### src/hdl/msf_pkg.sv
package msf_pkg;

    // offset counter width and tag sizes
    localparam int OFFSET_BITS   = 32;
    localparam int OUT_BITS      = 32;
    localparam int BEGIN_TAG_LEN = 29;
    localparam int END_TAG_LEN   = 30;
    localparam int WIN_LEN       = (BEGIN_TAG_LEN > END_TAG_LEN) ? BEGIN_TAG_LEN : END_TAG_LEN;

    // queue between front and back
    localparam int QUEUE_DEPTH    = 4;
    localparam int QUEUE_PTR_BITS = $clog2(QUEUE_DEPTH);
    localparam int QUEUE_CNT_BITS = $clog2(QUEUE_DEPTH + 1);

    localparam logic [OFFSET_BITS-1:0] OFFSET_MAX  = '1;
    localparam logic [OFFSET_BITS-1:0] BEGIN_BACK  = OFFSET_BITS'(BEGIN_TAG_LEN - 1);

    // result kinds
    localparam logic KIND_SPAN   = 1'b0;
    localparam logic KIND_STATUS = 1'b1;

    // end-of-file status codes
    localparam logic [1:0] STATUS_OK       = 2'd0;
    localparam logic [1:0] STATUS_NO_MARK  = 2'd1;
    localparam logic [1:0] STATUS_ORDER    = 2'd2;

    typedef logic [OFFSET_BITS-1:0] offset_t;
    typedef logic [7:0] window_t [WIN_LEN];

    // open tag bytes
    localparam logic [7:0] BEGIN_TAG [BEGIN_TAG_LEN] = '{
        8'h3C, 8'h70, 8'h68, 8'h6F, 8'h74, 8'h6F, 8'h73, 8'h68, 8'h6F, 8'h70,
        8'h3A, 8'h44, 8'h6F, 8'h63, 8'h75, 8'h6D, 8'h65, 8'h6E, 8'h74, 8'h41,
        8'h6E, 8'h63, 8'h65, 8'h73, 8'h74, 8'h6F, 8'h72, 8'h73, 8'h3E
    };

    // close tag bytes
    localparam logic [7:0] END_TAG [END_TAG_LEN] = '{
        8'h3C, 8'h2F, 8'h70, 8'h68, 8'h6F, 8'h74, 8'h6F, 8'h73, 8'h68, 8'h6F,
        8'h70, 8'h3A, 8'h44, 8'h6F, 8'h63, 8'h75, 8'h6D, 8'h65, 8'h6E, 8'h74,
        8'h41, 8'h6E, 8'h63, 8'h65, 8'h73, 8'h74, 8'h6F, 8'h72, 8'h73, 8'h3E
    };

    // one classified byte, front to back
    typedef struct packed {
        logic    begin_hit;
        logic    end_hit;
        logic    is_last;
        offset_t begin_start;
        offset_t end_after;
    } msf_item_t;

    typedef enum logic {
        BACK_RUN,
        BACK_STATUS
    } back_state_t;

    function automatic logic begin_match(input window_t w);
        logic hit;
        hit = 1'b1;
        for (int i = 0; i < BEGIN_TAG_LEN; i++)
        begin
            if (w[WIN_LEN - BEGIN_TAG_LEN + i] != BEGIN_TAG[i])
            begin
                hit = 1'b0;
            end
        end
        return hit;
    endfunction

    function automatic logic end_match(input window_t w);
        logic hit;
        hit = 1'b1;
        for (int i = 0; i < END_TAG_LEN; i++)
        begin
            if (w[WIN_LEN - END_TAG_LEN + i] != END_TAG[i])
            begin
                hit = 1'b0;
            end
        end
        return hit;
    endfunction

endpackage

### src/hdl/msf_front.sv
module msf_front (
    input  logic                clk,
    input  logic                rst_n,
    input  logic                accept,
    input  logic [7:0]          data_byte,
    input  logic                is_last,
    output msf_pkg::msf_item_t  item
);

    msf_pkg::window_t window_reg;
    msf_pkg::window_t window_shift;
    msf_pkg::offset_t offset_reg;
    msf_pkg::offset_t offset_next;

    // window as it stands once this byte is in
    always_comb
    begin
        for (int i = 0; i < msf_pkg::WIN_LEN - 1; i++)
        begin
            window_shift[i] = window_reg[i + 1];
        end
        window_shift[msf_pkg::WIN_LEN - 1] = data_byte;
    end

    // saturating offsets
    always_comb
    begin
        offset_next = (offset_reg == msf_pkg::OFFSET_MAX) ? offset_reg
                                                          : offset_reg + 1'b1;
        item.begin_hit   = msf_pkg::begin_match(window_shift);
        item.end_hit     = msf_pkg::end_match(window_shift);
        item.is_last     = is_last;
        item.end_after   = offset_next;
        item.begin_start = (offset_reg >= msf_pkg::BEGIN_BACK)
                         ? offset_reg - msf_pkg::BEGIN_BACK : '0;
    end

    always_ff @(posedge clk or negedge rst_n)
    begin
        if (!rst_n)
        begin
            offset_reg <= '0;
            for (int i = 0; i < msf_pkg::WIN_LEN; i++)
            begin
                window_reg[i] <= 8'h00;
            end
        end
        else if (accept)
        begin
            // last byte of a file: start the next file clean
            offset_reg <= is_last ? '0 : offset_next;
            for (int i = 0; i < msf_pkg::WIN_LEN; i++)
            begin
                window_reg[i] <= is_last ? 8'h00 : window_shift[i];
            end
        end
    end

endmodule

### src/hdl/msf_queue.sv
module msf_queue (
    input  logic                clk,
    input  logic                rst_n,
    input  logic                push,
    input  msf_pkg::msf_item_t  push_item,
    output logic                full,
    input  logic                pull,
    output msf_pkg::msf_item_t  head_item,
    output logic                empty
);

    msf_pkg::msf_item_t                  items_reg [msf_pkg::QUEUE_DEPTH];
    logic [msf_pkg::QUEUE_PTR_BITS-1:0]  wr_ptr_reg;
    logic [msf_pkg::QUEUE_PTR_BITS-1:0]  rd_ptr_reg;
    logic [msf_pkg::QUEUE_CNT_BITS-1:0]  count_reg;
    logic [msf_pkg::QUEUE_CNT_BITS-1:0]  count_next;

    assign full      = (count_reg == msf_pkg::QUEUE_CNT_BITS'(msf_pkg::QUEUE_DEPTH));
    assign empty     = (count_reg == '0);
    assign head_item = items_reg[rd_ptr_reg];

    always_comb
    begin
        count_next = count_reg;
        if (push && !pull)
        begin
            count_next = count_reg + 1'b1;
        end
        else if (!push && pull)
        begin
            count_next = count_reg - 1'b1;
        end
    end

    always_ff @(posedge clk or negedge rst_n)
    begin
        if (!rst_n)
        begin
            wr_ptr_reg <= '0;
            rd_ptr_reg <= '0;
            count_reg  <= '0;
        end
        else
        begin
            count_reg <= count_next;
            if (push)
            begin
                wr_ptr_reg <= wr_ptr_reg + 1'b1;
            end
            if (pull)
            begin
                rd_ptr_reg <= rd_ptr_reg + 1'b1;
            end
        end
    end

    always_ff @(posedge clk)
    begin
        if (push)
        begin
            items_reg[wr_ptr_reg] <= push_item;
        end
    end

endmodule

### src/hdl/msf_back.sv
module msf_back (
    input  logic                             clk,
    input  logic                             rst_n,
    input  msf_pkg::msf_item_t               head_item,
    input  logic                             empty,
    output logic                             pull,
    output logic                             out_valid,
    input  logic                             out_ready,
    output logic                             result_kind,
    output logic [msf_pkg::OUT_BITS-1:0]     span_start,
    output logic [msf_pkg::OUT_BITS-1:0]     span_end,
    output logic [1:0]                       final_status,
    output logic                             last_of_run
);

    msf_pkg::back_state_t state_reg, state_next;

    // span tracking
    logic             span_open_reg,  span_open_next;
    msf_pkg::offset_t open_start_reg, open_start_next;
    logic             stray_seen_reg, stray_seen_next;
    msf_pkg::offset_t stray_off_reg,  stray_off_next;
    logic             order_err_reg,  order_err_next;
    logic             any_found_reg,  any_found_next;
    logic [1:0]       hold_status_reg, hold_status_next;

    // output register
    logic                          out_valid_reg,    out_valid_next;
    logic                          result_kind_reg,  result_kind_next;
    logic [msf_pkg::OUT_BITS-1:0]  span_start_reg,   span_start_next;
    logic [msf_pkg::OUT_BITS-1:0]  span_end_reg,     span_end_next;
    logic [1:0]                    final_status_reg, final_status_next;
    logic                          last_of_run_reg,  last_of_run_next;

    logic             load_ok;
    logic             closed;
    logic             stray_after;
    msf_pkg::offset_t stray_off_after;
    logic             span_hit;
    msf_pkg::offset_t hit_start;
    msf_pkg::offset_t hit_end;
    logic [1:0]       status_after;

    assign load_ok = !out_valid_reg || out_ready;

    // span rules applied to the head item
    always_comb
    begin
        span_open_next  = span_open_reg;
        open_start_next = open_start_reg;
        stray_seen_next = stray_seen_reg;
        stray_off_next  = stray_off_reg;
        order_err_next  = order_err_reg;
        any_found_next  = any_found_reg;
        closed          = 1'b0;
        span_hit        = 1'b0;
        hit_start       = open_start_reg;
        hit_end         = head_item.end_after;
        stray_after     = stray_seen_reg || (head_item.end_hit && !span_open_reg);
        stray_off_after = stray_seen_reg ? stray_off_reg : head_item.end_after;

        if (!order_err_reg)
        begin
            if (head_item.end_hit && span_open_reg)
            begin
                closed         = 1'b1;
                span_hit       = 1'b1;
                span_open_next = 1'b0;
                any_found_next = 1'b1;
            end
            else if (head_item.end_hit && !stray_seen_reg)
            begin
                stray_seen_next = 1'b1;
                stray_off_next  = head_item.end_after;
            end

            if (!closed && !span_open_reg && head_item.begin_hit)
            begin
                if (stray_after)
                begin
                    if (stray_off_after == head_item.begin_start)
                    begin
                        // begin right where the stray end finished
                        span_hit        = 1'b1;
                        hit_start       = head_item.begin_start;
                        hit_end         = head_item.begin_start;
                        any_found_next  = 1'b1;
                        stray_seen_next = 1'b0;
                        span_open_next  = 1'b1;
                        open_start_next = head_item.begin_start;
                    end
                    else
                    begin
                        order_err_next = 1'b1;
                    end
                end
                else
                begin
                    span_open_next  = 1'b1;
                    open_start_next = head_item.begin_start;
                end
            end
        end

        if (order_err_next)
        begin
            status_after = msf_pkg::STATUS_ORDER;
        end
        else if (any_found_next)
        begin
            status_after = msf_pkg::STATUS_OK;
        end
        else
        begin
            status_after = msf_pkg::STATUS_NO_MARK;
        end
    end

    // sequencing of results onto the output register
    always_comb
    begin
        state_next        = state_reg;
        pull              = 1'b0;
        hold_status_next  = hold_status_reg;
        out_valid_next    = out_valid_reg && !out_ready;
        result_kind_next  = result_kind_reg;
        span_start_next   = span_start_reg;
        span_end_next     = span_end_reg;
        final_status_next = final_status_reg;
        last_of_run_next  = last_of_run_reg;

        case (state_reg)
            msf_pkg::BACK_RUN:
            begin
                if (!empty && (load_ok || (!span_hit && !head_item.is_last)))
                begin
                    pull = 1'b1;
                    if (span_hit)
                    begin
                        out_valid_next    = 1'b1;
                        result_kind_next  = msf_pkg::KIND_SPAN;
                        span_start_next   = msf_pkg::OUT_BITS'(hit_start);
                        span_end_next     = msf_pkg::OUT_BITS'(hit_end);
                        final_status_next = msf_pkg::STATUS_OK;
                        last_of_run_next  = !head_item.is_last;
                        if (head_item.is_last)
                        begin
                            hold_status_next = status_after;
                            state_next       = msf_pkg::BACK_STATUS;
                        end
                    end
                    else if (head_item.is_last)
                    begin
                        out_valid_next    = 1'b1;
                        result_kind_next  = msf_pkg::KIND_STATUS;
                        span_start_next   = '0;
                        span_end_next     = '0;
                        final_status_next = status_after;
                        last_of_run_next  = 1'b1;
                    end
                end
            end
            msf_pkg::BACK_STATUS:
            begin
                if (load_ok)
                begin
                    out_valid_next    = 1'b1;
                    result_kind_next  = msf_pkg::KIND_STATUS;
                    span_start_next   = '0;
                    span_end_next     = '0;
                    final_status_next = hold_status_reg;
                    last_of_run_next  = 1'b1;
                    state_next        = msf_pkg::BACK_RUN;
                end
            end
            default:
            begin
                state_next = msf_pkg::BACK_RUN;
            end
        endcase
    end

    always_ff @(posedge clk or negedge rst_n)
    begin
        if (!rst_n)
        begin
            state_reg     <= msf_pkg::BACK_RUN;
            out_valid_reg <= 1'b0;
            span_open_reg  <= 1'b0;
            open_start_reg <= '0;
            stray_seen_reg <= 1'b0;
            stray_off_reg  <= '0;
            order_err_reg  <= 1'b0;
            any_found_reg  <= 1'b0;
        end
        else
        begin
            state_reg     <= state_next;
            out_valid_reg <= out_valid_next;
            if (pull)
            begin
                if (head_item.is_last)
                begin
                    // file done: back to reset values
                    span_open_reg  <= 1'b0;
                    open_start_reg <= '0;
                    stray_seen_reg <= 1'b0;
                    stray_off_reg  <= '0;
                    order_err_reg  <= 1'b0;
                    any_found_reg  <= 1'b0;
                end
                else
                begin
                    span_open_reg  <= span_open_next;
                    open_start_reg <= open_start_next;
                    stray_seen_reg <= stray_seen_next;
                    stray_off_reg  <= stray_off_next;
                    order_err_reg  <= order_err_next;
                    any_found_reg  <= any_found_next;
                end
            end
        end
    end

    always_ff @(posedge clk)
    begin
        hold_status_reg  <= hold_status_next;
        result_kind_reg  <= result_kind_next;
        span_start_reg   <= span_start_next;
        span_end_reg     <= span_end_next;
        final_status_reg <= final_status_next;
        last_of_run_reg  <= last_of_run_next;
    end

    assign out_valid    = out_valid_reg;
    assign result_kind  = result_kind_reg;
    assign span_start   = span_start_reg;
    assign span_end     = span_end_reg;
    assign final_status = final_status_reg;
    assign last_of_run  = last_of_run_reg;

endmodule

### src/hdl/marker_span_finder.sv
// channel   | handshake          | payload
// ----------+--------------------+-----------------------------------------------
// input     | in_valid/in_ready  | data_byte, is_last
// output    | out_valid/out_ready| result_kind, span_start, span_end,
//           |                    | final_status, last_of_run
//
// one byte request per cycle is taken while the queue has room; the tag compare
// happens in the front in the accepting cycle, the span rules in the back
// a byte causing a span and an end-of-file status holds the back until its span and then its status are loaded
// results leave through an output register, so a stalled output only fills the
// four-entry queue before in_ready drops
// rst_n is asynchronous; after reset the window is zero and no span is open
module marker_span_finder (
    input  logic                          clk,
    input  logic                          rst_n,
    input  logic                          in_valid,
    output logic                          in_ready,
    input  logic [7:0]                    data_byte,
    input  logic                          is_last,
    output logic                          out_valid,
    input  logic                          out_ready,
    output logic                          result_kind,
    output logic [msf_pkg::OUT_BITS-1:0]  span_start,
    output logic [msf_pkg::OUT_BITS-1:0]  span_end,
    output logic [1:0]                    final_status,
    output logic                          last_of_run
);

    msf_pkg::msf_item_t front_item;
    msf_pkg::msf_item_t head_item;
    logic               queue_full;
    logic               queue_empty;
    logic               accept;
    logic               pull;

    // the front never waits on the output side, only on queue space
    assign in_ready = !queue_full;
    assign accept   = in_valid && in_ready;

    // window shift, tag compare and offset bookkeeping
    msf_front u_front (
        .clk       (clk),
        .rst_n     (rst_n),
        .accept    (accept),
        .data_byte (data_byte),
        .is_last   (is_last),
        .item      (front_item)
    );

    // classified bytes waiting for the back
    msf_queue u_queue (
        .clk       (clk),
        .rst_n     (rst_n),
        .push      (accept),
        .push_item (front_item),
        .full      (queue_full),
        .pull      (pull),
        .head_item (head_item),
        .empty     (queue_empty)
    );

    // span state and result sequencing
    msf_back u_back (
        .clk          (clk),
        .rst_n        (rst_n),
        .head_item    (head_item),
        .empty        (queue_empty),
        .pull         (pull),
        .out_valid    (out_valid),
        .out_ready    (out_ready),
        .result_kind  (result_kind),
        .span_start   (span_start),
        .span_end     (span_end),
        .final_status (final_status),
        .last_of_run  (last_of_run)
    );

endmodule

### config.mk
export PLATFORM = sky130hd
export DESIGN_NAME = marker_span_finder
export DESIGN_NICKNAME = d
export VERILOG_FILES = /design/src/hdl/msf_pkg.sv /design/src/hdl/msf_front.sv /design/src/hdl/msf_queue.sv /design/src/hdl/msf_back.sv /design/src/hdl/marker_span_finder.sv
export SDC_FILE = /design/constraint.sdc
export NUM_CORES = 1
export LEC_CHECK = 0
export BUFFER_PORTS_ARGS = -buffer_cell sky130_fd_sc_hd__buf_4
export CAP_MARGIN = 20
export CORE_UTILIZATION = 30
export CTS_BUF_LIST = sky130_fd_sc_hd__clkbuf_16
export CTS_CLUSTER_DIAMETER = 150
export CTS_CLUSTER_SIZE = 20
export DETAILED_ROUTE_END_ITERATION = 12
export GPL_ROUTABILITY_DRIVEN = 0
export GPL_TIMING_DRIVEN = 0
export PLACE_DENSITY = 0.45
export SYNTH_ARGS = -nofsm -noshare
export SYNTH_HDL_FRONTEND = slang
export SYNTH_HIERARCHICAL = 1
export SYNTH_SLANG_ARGS = --single-unit
### constraint.sdc
create_clock -name clk -period 12.45 [get_ports clk]
set_input_delay 3.735 -clock clk [delete_from_list [all_inputs] [get_ports clk]]
set_output_delay 3.735 -clock clk [all_outputs]
set_load 0.02 [all_outputs]
==> impl_metrics.csv, run 1 <==
group,metric,value,unit
detailed_routing,first_iter_violations,1230,
power_and_ir_drop,p_seq_frac,0.425,
critical_path,slowest_delay,820,ps
cells_and_area,largest_reg_flops,268,
critical_path,critPathMaxFanout,10,
global_routing,grt_pass1_vias,18900,
critical_path,start_kind,"input pin",
sta,fin_crit_sh,0.541,
yosys,yosysWarnings,6,
yosys,synth-edff-count,338,
clocking,hold_buffers,0,
sta,whs,505,ps
power_and_ir_drop,vdd_ir_drop_max,100,uV
critical_path,critical_path.most_common_cell,"clkbuf_1",
yosys,synth_top_area_cell,"edfxtp_1",
yosys,synth.net_count,2231,
clocking,postCtsSetupBuffers,0,
clocking,clkTransAtPathRegs,90,ps
power_and_ir_drop,power_frac_comb,0.396,
cells_and_area,num-nets-final,2362,
power_and_ir_drop,cellLeakagePower,13.0,nW
sta,relSlewSlack,0.313,
global_routing,grt_max_degree,111,
clocking,cts.sinks,679,
sta,rsz0062_at_grt,"false",
floorplanning,die_height,321,um
yosys,syn_inst,2209,
critical_path,arrival,7230,ps
clocking,cts_root_buf,"clkbuf_16",
yosys,yosysMostFrequentCell,"dfrtp_1",
yosys,synthAdderAreaFrac,0.00394,
detailed_routing,post_drt_wl_per_cell,21.5,um
power_and_ir_drop,p_switching,0.00280,W
cells_and_area,n_antenna_cell,0,
floorplanning,rows,116,
power_and_ir_drop,swShare,0.370,
critical_path,cp_slowest_cell,"clkbuf_1",
floorplanning,die_w,321,um
sta,setup_tns,0,ps
critical_path,crit_chain,"buf_4, nor2b_1, clkbuf_1, clkbuf_1, buf_1, clkbuf_1, nand3_1, o21ai_0",
yosys,synth_area_leaders,"edfxtp_1 33%, dfrtp_1 28%, a31o_2 6.3%",
placement,numPortBuffers,81,
critical_path,worstSetupEndpointType,"register",
critical_path,worstSetupPathType,"in -> reg",
cells_and_area,final_area,34100,um2
yosys,synth_compound_area_frac,0.0957,
global_routing,grt_overflow,0,
floorplanning,ios,83,
clocking,clock_latency,600,ps
yosys,yosysTopAreaCellShare,0.333,
yosys,ys_ff_latch,679,
cells_and_area,drive_above_1_share,0.220,
critical_path,worstPathRequired,12950,ps
yosys,synth_area_per_cell,13.8,um2
power_and_ir_drop,intPower,0.00477,W
detailed_routing,route.detailed.drc,0,
min_path,hp-class,"reg -> reg",
yosys,syn-cell-area,30500,um2
yosys,synth-xor-area-share,0.0259,
critical_path,ff2ff_path_depth,13,
sta,tightest_slew,1030,ps
cells_and_area,area_growth,12.0,%
yosys,async_flop_share,0.502,
placement,dp.final_hpwl,57.9,mm
floorplanning,dieArea,103000,um2
yosys,yosys.area_share.simple,0.130,
global_routing,grt_pass1_wl,122,mm
floorplanning,coreArea,100000,um2
clocking,cts_tree,"yes",
sta,hold_viol_final,0,
detailed_routing,firstDrtPassIters,5,
clocking,cts_resized,0,
power_and_ir_drop,p_per_area,222,nW/um2
sta,fin_skew,30.5,ps
power_and_ir_drop,power,0.00756,W
clocking,numCtsBuffers,40,
yosys,synth_top_family_by_area,"simple AND/OR/NAND/NOR gates",
global_routing,antenna_found_initial,2,
global_routing,grt_usage,0.155,
yosys,ys_seq_area_frac,0.613,
min_path,holdPathStages,1,
detailed_routing,vias_per_cell,4.95,
power_and_ir_drop,p_clk_frac,0.179,
clocking,h-tree-depth,2,
placement,placed_area,33000,um2
yosys,synthTopCellsByCount,"341 x dfrtp_1, 338 x edfxtp_1, 260 x nor2b_1",
detailed_routing,dr_total_vias,18400,
clocking,ctsLongestPathBuffers,3,
yosys,synthMuxAreaShare,0.100,
floorplanning,initial_utilization,0.304,
sta,max_freq,149,MHz
run,cap_viol_max_count,0,
sta,drv_slew,0,
detailed_routing,wl,79.8,mm
yosys,ys_types,79,
yosys,ys.flop_type,"dfrtp_1",
sta,setup_viol,0,
sta,period_minus_slack,6730,ps
detailed_routing,antenna_left,0,
outcome,status,"finished clean",
==> cell usage in the layout (no fill, tap or decap), types with 25 or more instances in the layout <==
master	count
mux2_4	30
nand2_1	57
clkbuf_1	113
a31o_2	218
xnor2_1	76
dfrtp_1	341
mux2i_1	101
mux4_2	67
a22o_1	34
clkbuf_16	41
buf_2	25
nand4_1	28
nor2b_1	260
nor2_1	130
inv_1	56
buf_4	90
nand3_1	32
nor4_1	25
edfxtp_1	338
==> area by class of cell <==
cell class / instances / area (um2)
inverter: 36 / 135
timing repair buffer: 89 / 821
clock buffer: 41 / 1030
sequential: 679 / 18700
clock inverter: 24 / 108
tap: 1357 / 1700
fill: 9827 / 66200
multi-input combinational: 1319 / 10800
buffer: 175 / 820
==> power by group through the flow <==
| stage | clock [W] | sequential, W | combinational (W) |
|---|---|---|---|
| 2_1_floorplan | 0 | 0.00336 | 0.00186 |
| 3_3_place_gp | 0 | 0.00329 | 0.00295 |
| 3_5_place_dp | 0 | 0.00327 | 0.00303 |
| 4_1_cts | 0.00142 | 0.00322 | 0.00304 |
| 5_1_grt | 0.00149 | 0.00326 | 0.00323 |
| 6_report | 0.00136 | 0.00321 | 0.00299 |
==> layer usage <==
metal / GRT usage / vias to the layer above / wire (um)
met2: 0.260 / 287 / 38800
met5: 0 / - / 0
met1: 0.211 / 9519 / 36700
met3: 0.0174 / 78 / 2240
li1: - / 8526 / -
met4: 0.0432 / 0 / 2070
==> path summary, 6_finish.rpt <==
path | slack (ps) | end | startpoint
worst max register to register | 7310 | u_back/span_end[9] | u_queue/rd_ptr_reg[1]
worst max-delay path | 5720 | u_front/window_reg[32] | in_valid
min in group asynchronous | 3010 | u_front/window_reg[131] | rst_n
worst min-delay path | 500 | u_queue/count_reg[2] | u_queue/count_reg[2]
max in group asynchronous | 8460 | u_back/open_start_reg[9] | rst_n
worst min register to register | 500 | u_queue/count_reg[2] | u_queue/count_reg[2]
==> per-stage QoR <==
step	util	std cells	setup slack (ps)
6_report	0.340	3720	5720
5_1_grt	0.340	3720	5520
4_1_cts	0.340	3720	5640
3_5_place_dp	0.329	3655	4990
3_3_place_gp	0.327	3647	4070
2_1_floorplan	-	2209	5280
==> critical path: cells and delay by family <==
kind            cells  cell delay (ps)
compound gates      1              120
buf+inv             5             2620
simple gates        2              730
==> cell families after synthesis <==
logic type,after synthesis
muxes,205
buffers and inverters,211
adders and majority gates,9
DFF,679
and+or+nand+nor,671
xor gates and xnor gates,90
AOI/OAI and AO/OA,344
(Power assumes the default switching activity.)
==> run 2: changes to the inputs <==
--- a/config.mk
+++ b/config.mk
@@ -14,7 +14,7 @@
 export DETAILED_ROUTE_END_ITERATION = 12
 export GPL_ROUTABILITY_DRIVEN = 0
 export GPL_TIMING_DRIVEN = 0
-export PLACE_DENSITY = 0.45
+export PLACE_DENSITY = 0.47
 export SYNTH_ARGS = -nofsm -noshare
 export SYNTH_HDL_FRONTEND = slang
 export SYNTH_HIERARCHICAL = 1
==> constraint.sdc (replaced) <==
create_clock -name clk -period 5.7 [get_ports clk]
set_input_delay 1.71 -clock clk [delete_from_list [all_inputs] [get_ports clk]]
set_output_delay 1.71 -clock clk [all_outputs]
set_load 0.02 [all_outputs]
==> impl_metrics.csv, run 2 (synthesis results as in run 1) <==
group,metric,value,unit
clocking,clkTransAtPathRegs,80,ps
global_routing,grt_max_degree,111,
sta,max_freq,193,MHz
power_and_ir_drop,p_per_area,480,nW/um2
global_routing,grt_overflow,0,
min_path,min_to,"u_back/open_start_reg[24]",
power_and_ir_drop,cellLeakagePower,12.9,nW
outcome,status,"finished clean",
floorplanning,initial_utilization,0.304,
cells_and_area,num-nets-final,2361,
critical_path,cp_slowest_cell,"nor4_1",
cells_and_area,final_cells,3719,
critical_path,critPathMaxFanout,39,
critical_path,timing.rr.start,"u_queue/rd_ptr_reg[1]",
critical_path,r2r_slack,520,ps
clocking,ctsLongestPathBuffers,3,
detailed_routing,wl,78.8,mm
cells_and_area,mostFrequentLayoutCells,"341 x dfrtp_1, 338 x edfxtp_1, 260 x nor2b_1",
run,cap_viol_max_count,0,
clocking,postCtsSetupBuffers,0,
critical_path,crit_chain,"buf_2, buf_2, buf_2, mux4_2, mux2i_1, xnor2_1, nor4_1, nand4_1, nor4_4, nand2b_1, a21oi_1, nor2_4, buf_12",
floorplanning,rows,116,
sta,tightest_slew,1070,ps
clocking,numCtsBuffers,39,
floorplanning,coreArea,100000,um2
floorplanning,die_w,321,um
cells_and_area,drive_above_1_share,0.220,
critical_path,slowest_delay,660,ps
floorplanning,dieArea,103000,um2
detailed_routing,firstDrtPassIters,5,
clocking,cts.sinks,679,
critical_path,critical_path.most_common_cell,"buf_2",
clocking,h-tree-depth,2,
placement,dpl.cell_count,3655,
sta,setup_tns,0,ps
global_routing,grt_usage,0.153,
placement,dp.final_hpwl,57.7,mm
clocking,cts_resized,0,
clocking,cts_tree,"yes",
power_and_ir_drop,vdd_ir_drop_max,233,uV
critical_path,arrival,5480,ps
detailed_routing,antenna_left,0,
critical_path,worstPathRequired,5990,ps
sta,setup_slack,519,ps
clocking,clock_latency,610,ps
sta,setup_viol,0,
placement,pre_cts_slack,276,ps
sta,drv_slew,0,
critical_path,rr_endpoint,"u_back/span_end[4]",
critical_path,worstSetupPathType,"reg -> reg",
cells_and_area,final_common_cell,"dfrtp_1",
critical_path,ff2ff_path_depth,13,
clocking,cts_root_buf,"clkbuf_16",
clocking,hold_buffers,0,
global_routing,grt_pass1_vias,19100,
global_routing,antenna_found_initial,0,
critical_path,critPathLaunch,"u_queue/rd_ptr_reg[1]",
placement,numPortBuffers,81,
sta,fin_skew,37.9,ps
min_path,holdPathStages,1,
floorplanning,ios,83,
sta,period_minus_slack,5180,ps
critical_path,worstSetupEndpointType,"register",
detailed_routing,route.detailed.drc,0,
sta,hold_viol_final,0,
sta,rsz0062_at_grt,"false",
detailed_routing,dr_total_vias,18500,
sta,whs,505,ps
global_routing,grt_pass1_wl,122,mm
cells_and_area,area_growth,11.9,%
sta,relSlewSlack,0.290,
min_path,hp-class,"reg -> reg",
critical_path,start_kind,"register",
min_path,min_from,"u_back/open_start_reg[24]",
power_and_ir_drop,power,0.0164,W
cells_and_area,largest_reg_flops,268,
detailed_routing,post_drt_wl_per_cell,21.2,um
detailed_routing,first_iter_violations,1237,
detailed_routing,vias_per_cell,4.97,
floorplanning,die_height,321,um
sta,fin_crit_sh,0.909,
## run 2: cell count changes in the layout (fill, tap and decap cells not counted), sizes merged
cell / delta
clkbuf: -2
diode: +2
inv: -2
clkinv: +1
## run 2: power breakdown
group	internal (W)	leakage [nW]	switching, W
combinational	0.00247	4.47	0.00402
clock	0.00125	0.606	0.00162
sequential	0.00663	7.87	0.000392
## run 2: routing by layer
metal  wire, um  GRT usage  up-vias
met4       2290     0.0469        0
li1           -          -     8514
met1      36400      0.208     9601
met3       1890     0.0160       88
met2      38200      0.258      288
met5          0          0        -
## run 2: worst max-delay path, delay by kind of cell (launching register included)
kind	cells	cell delay, ps
AND/OR/NAND/NOR	5	2330
buffers and inverters	4	1160
multiplexers	2	660
flip-flops	1	330
XOR/XNOR	1	210
AO/OA/AOI/OAI	1	110
## run 2: layout make-up
class | instances | area [um2]
Antenna cell | 2 | 5.00
Buffer | 175 | 820
Clock buffer | 39 | 976
Clock inverter | 23 | 111
Fill cell | 9781 | 66200
Inverter | 36 | 135
Multi-Input combinational cell | 1319 | 10800
Sequential cell | 679 | 18700
Tap cell | 1357 | 1700
Timing Repair Buffer | 89 | 828
## run 2: worst max path at each step
stage / end / slack (ps) / depth (start not counted)
final: u_back/span_end[4] / 520 / 13
after detailed placement: u_front/window_reg[32] / 280 / 8
after global placement: u_back/span_end[6] / -890 / 12
after global routing: u_back/span_end[4] / 370 / 13
after CTS: u_back/span_end[4] / 410 / 13
after floorplan: u_back/final_status[0] / 970 / 11
## run 2: metrics by stage
stage / instance area (um2) / utilization
CTS: 34100 / 0.340
detailed placement: 33000 / 0.329
global route: 34100 / 0.340
global placement: 32800 / 0.327
floorplan: 30500 / -
finish: 34100 / 0.340
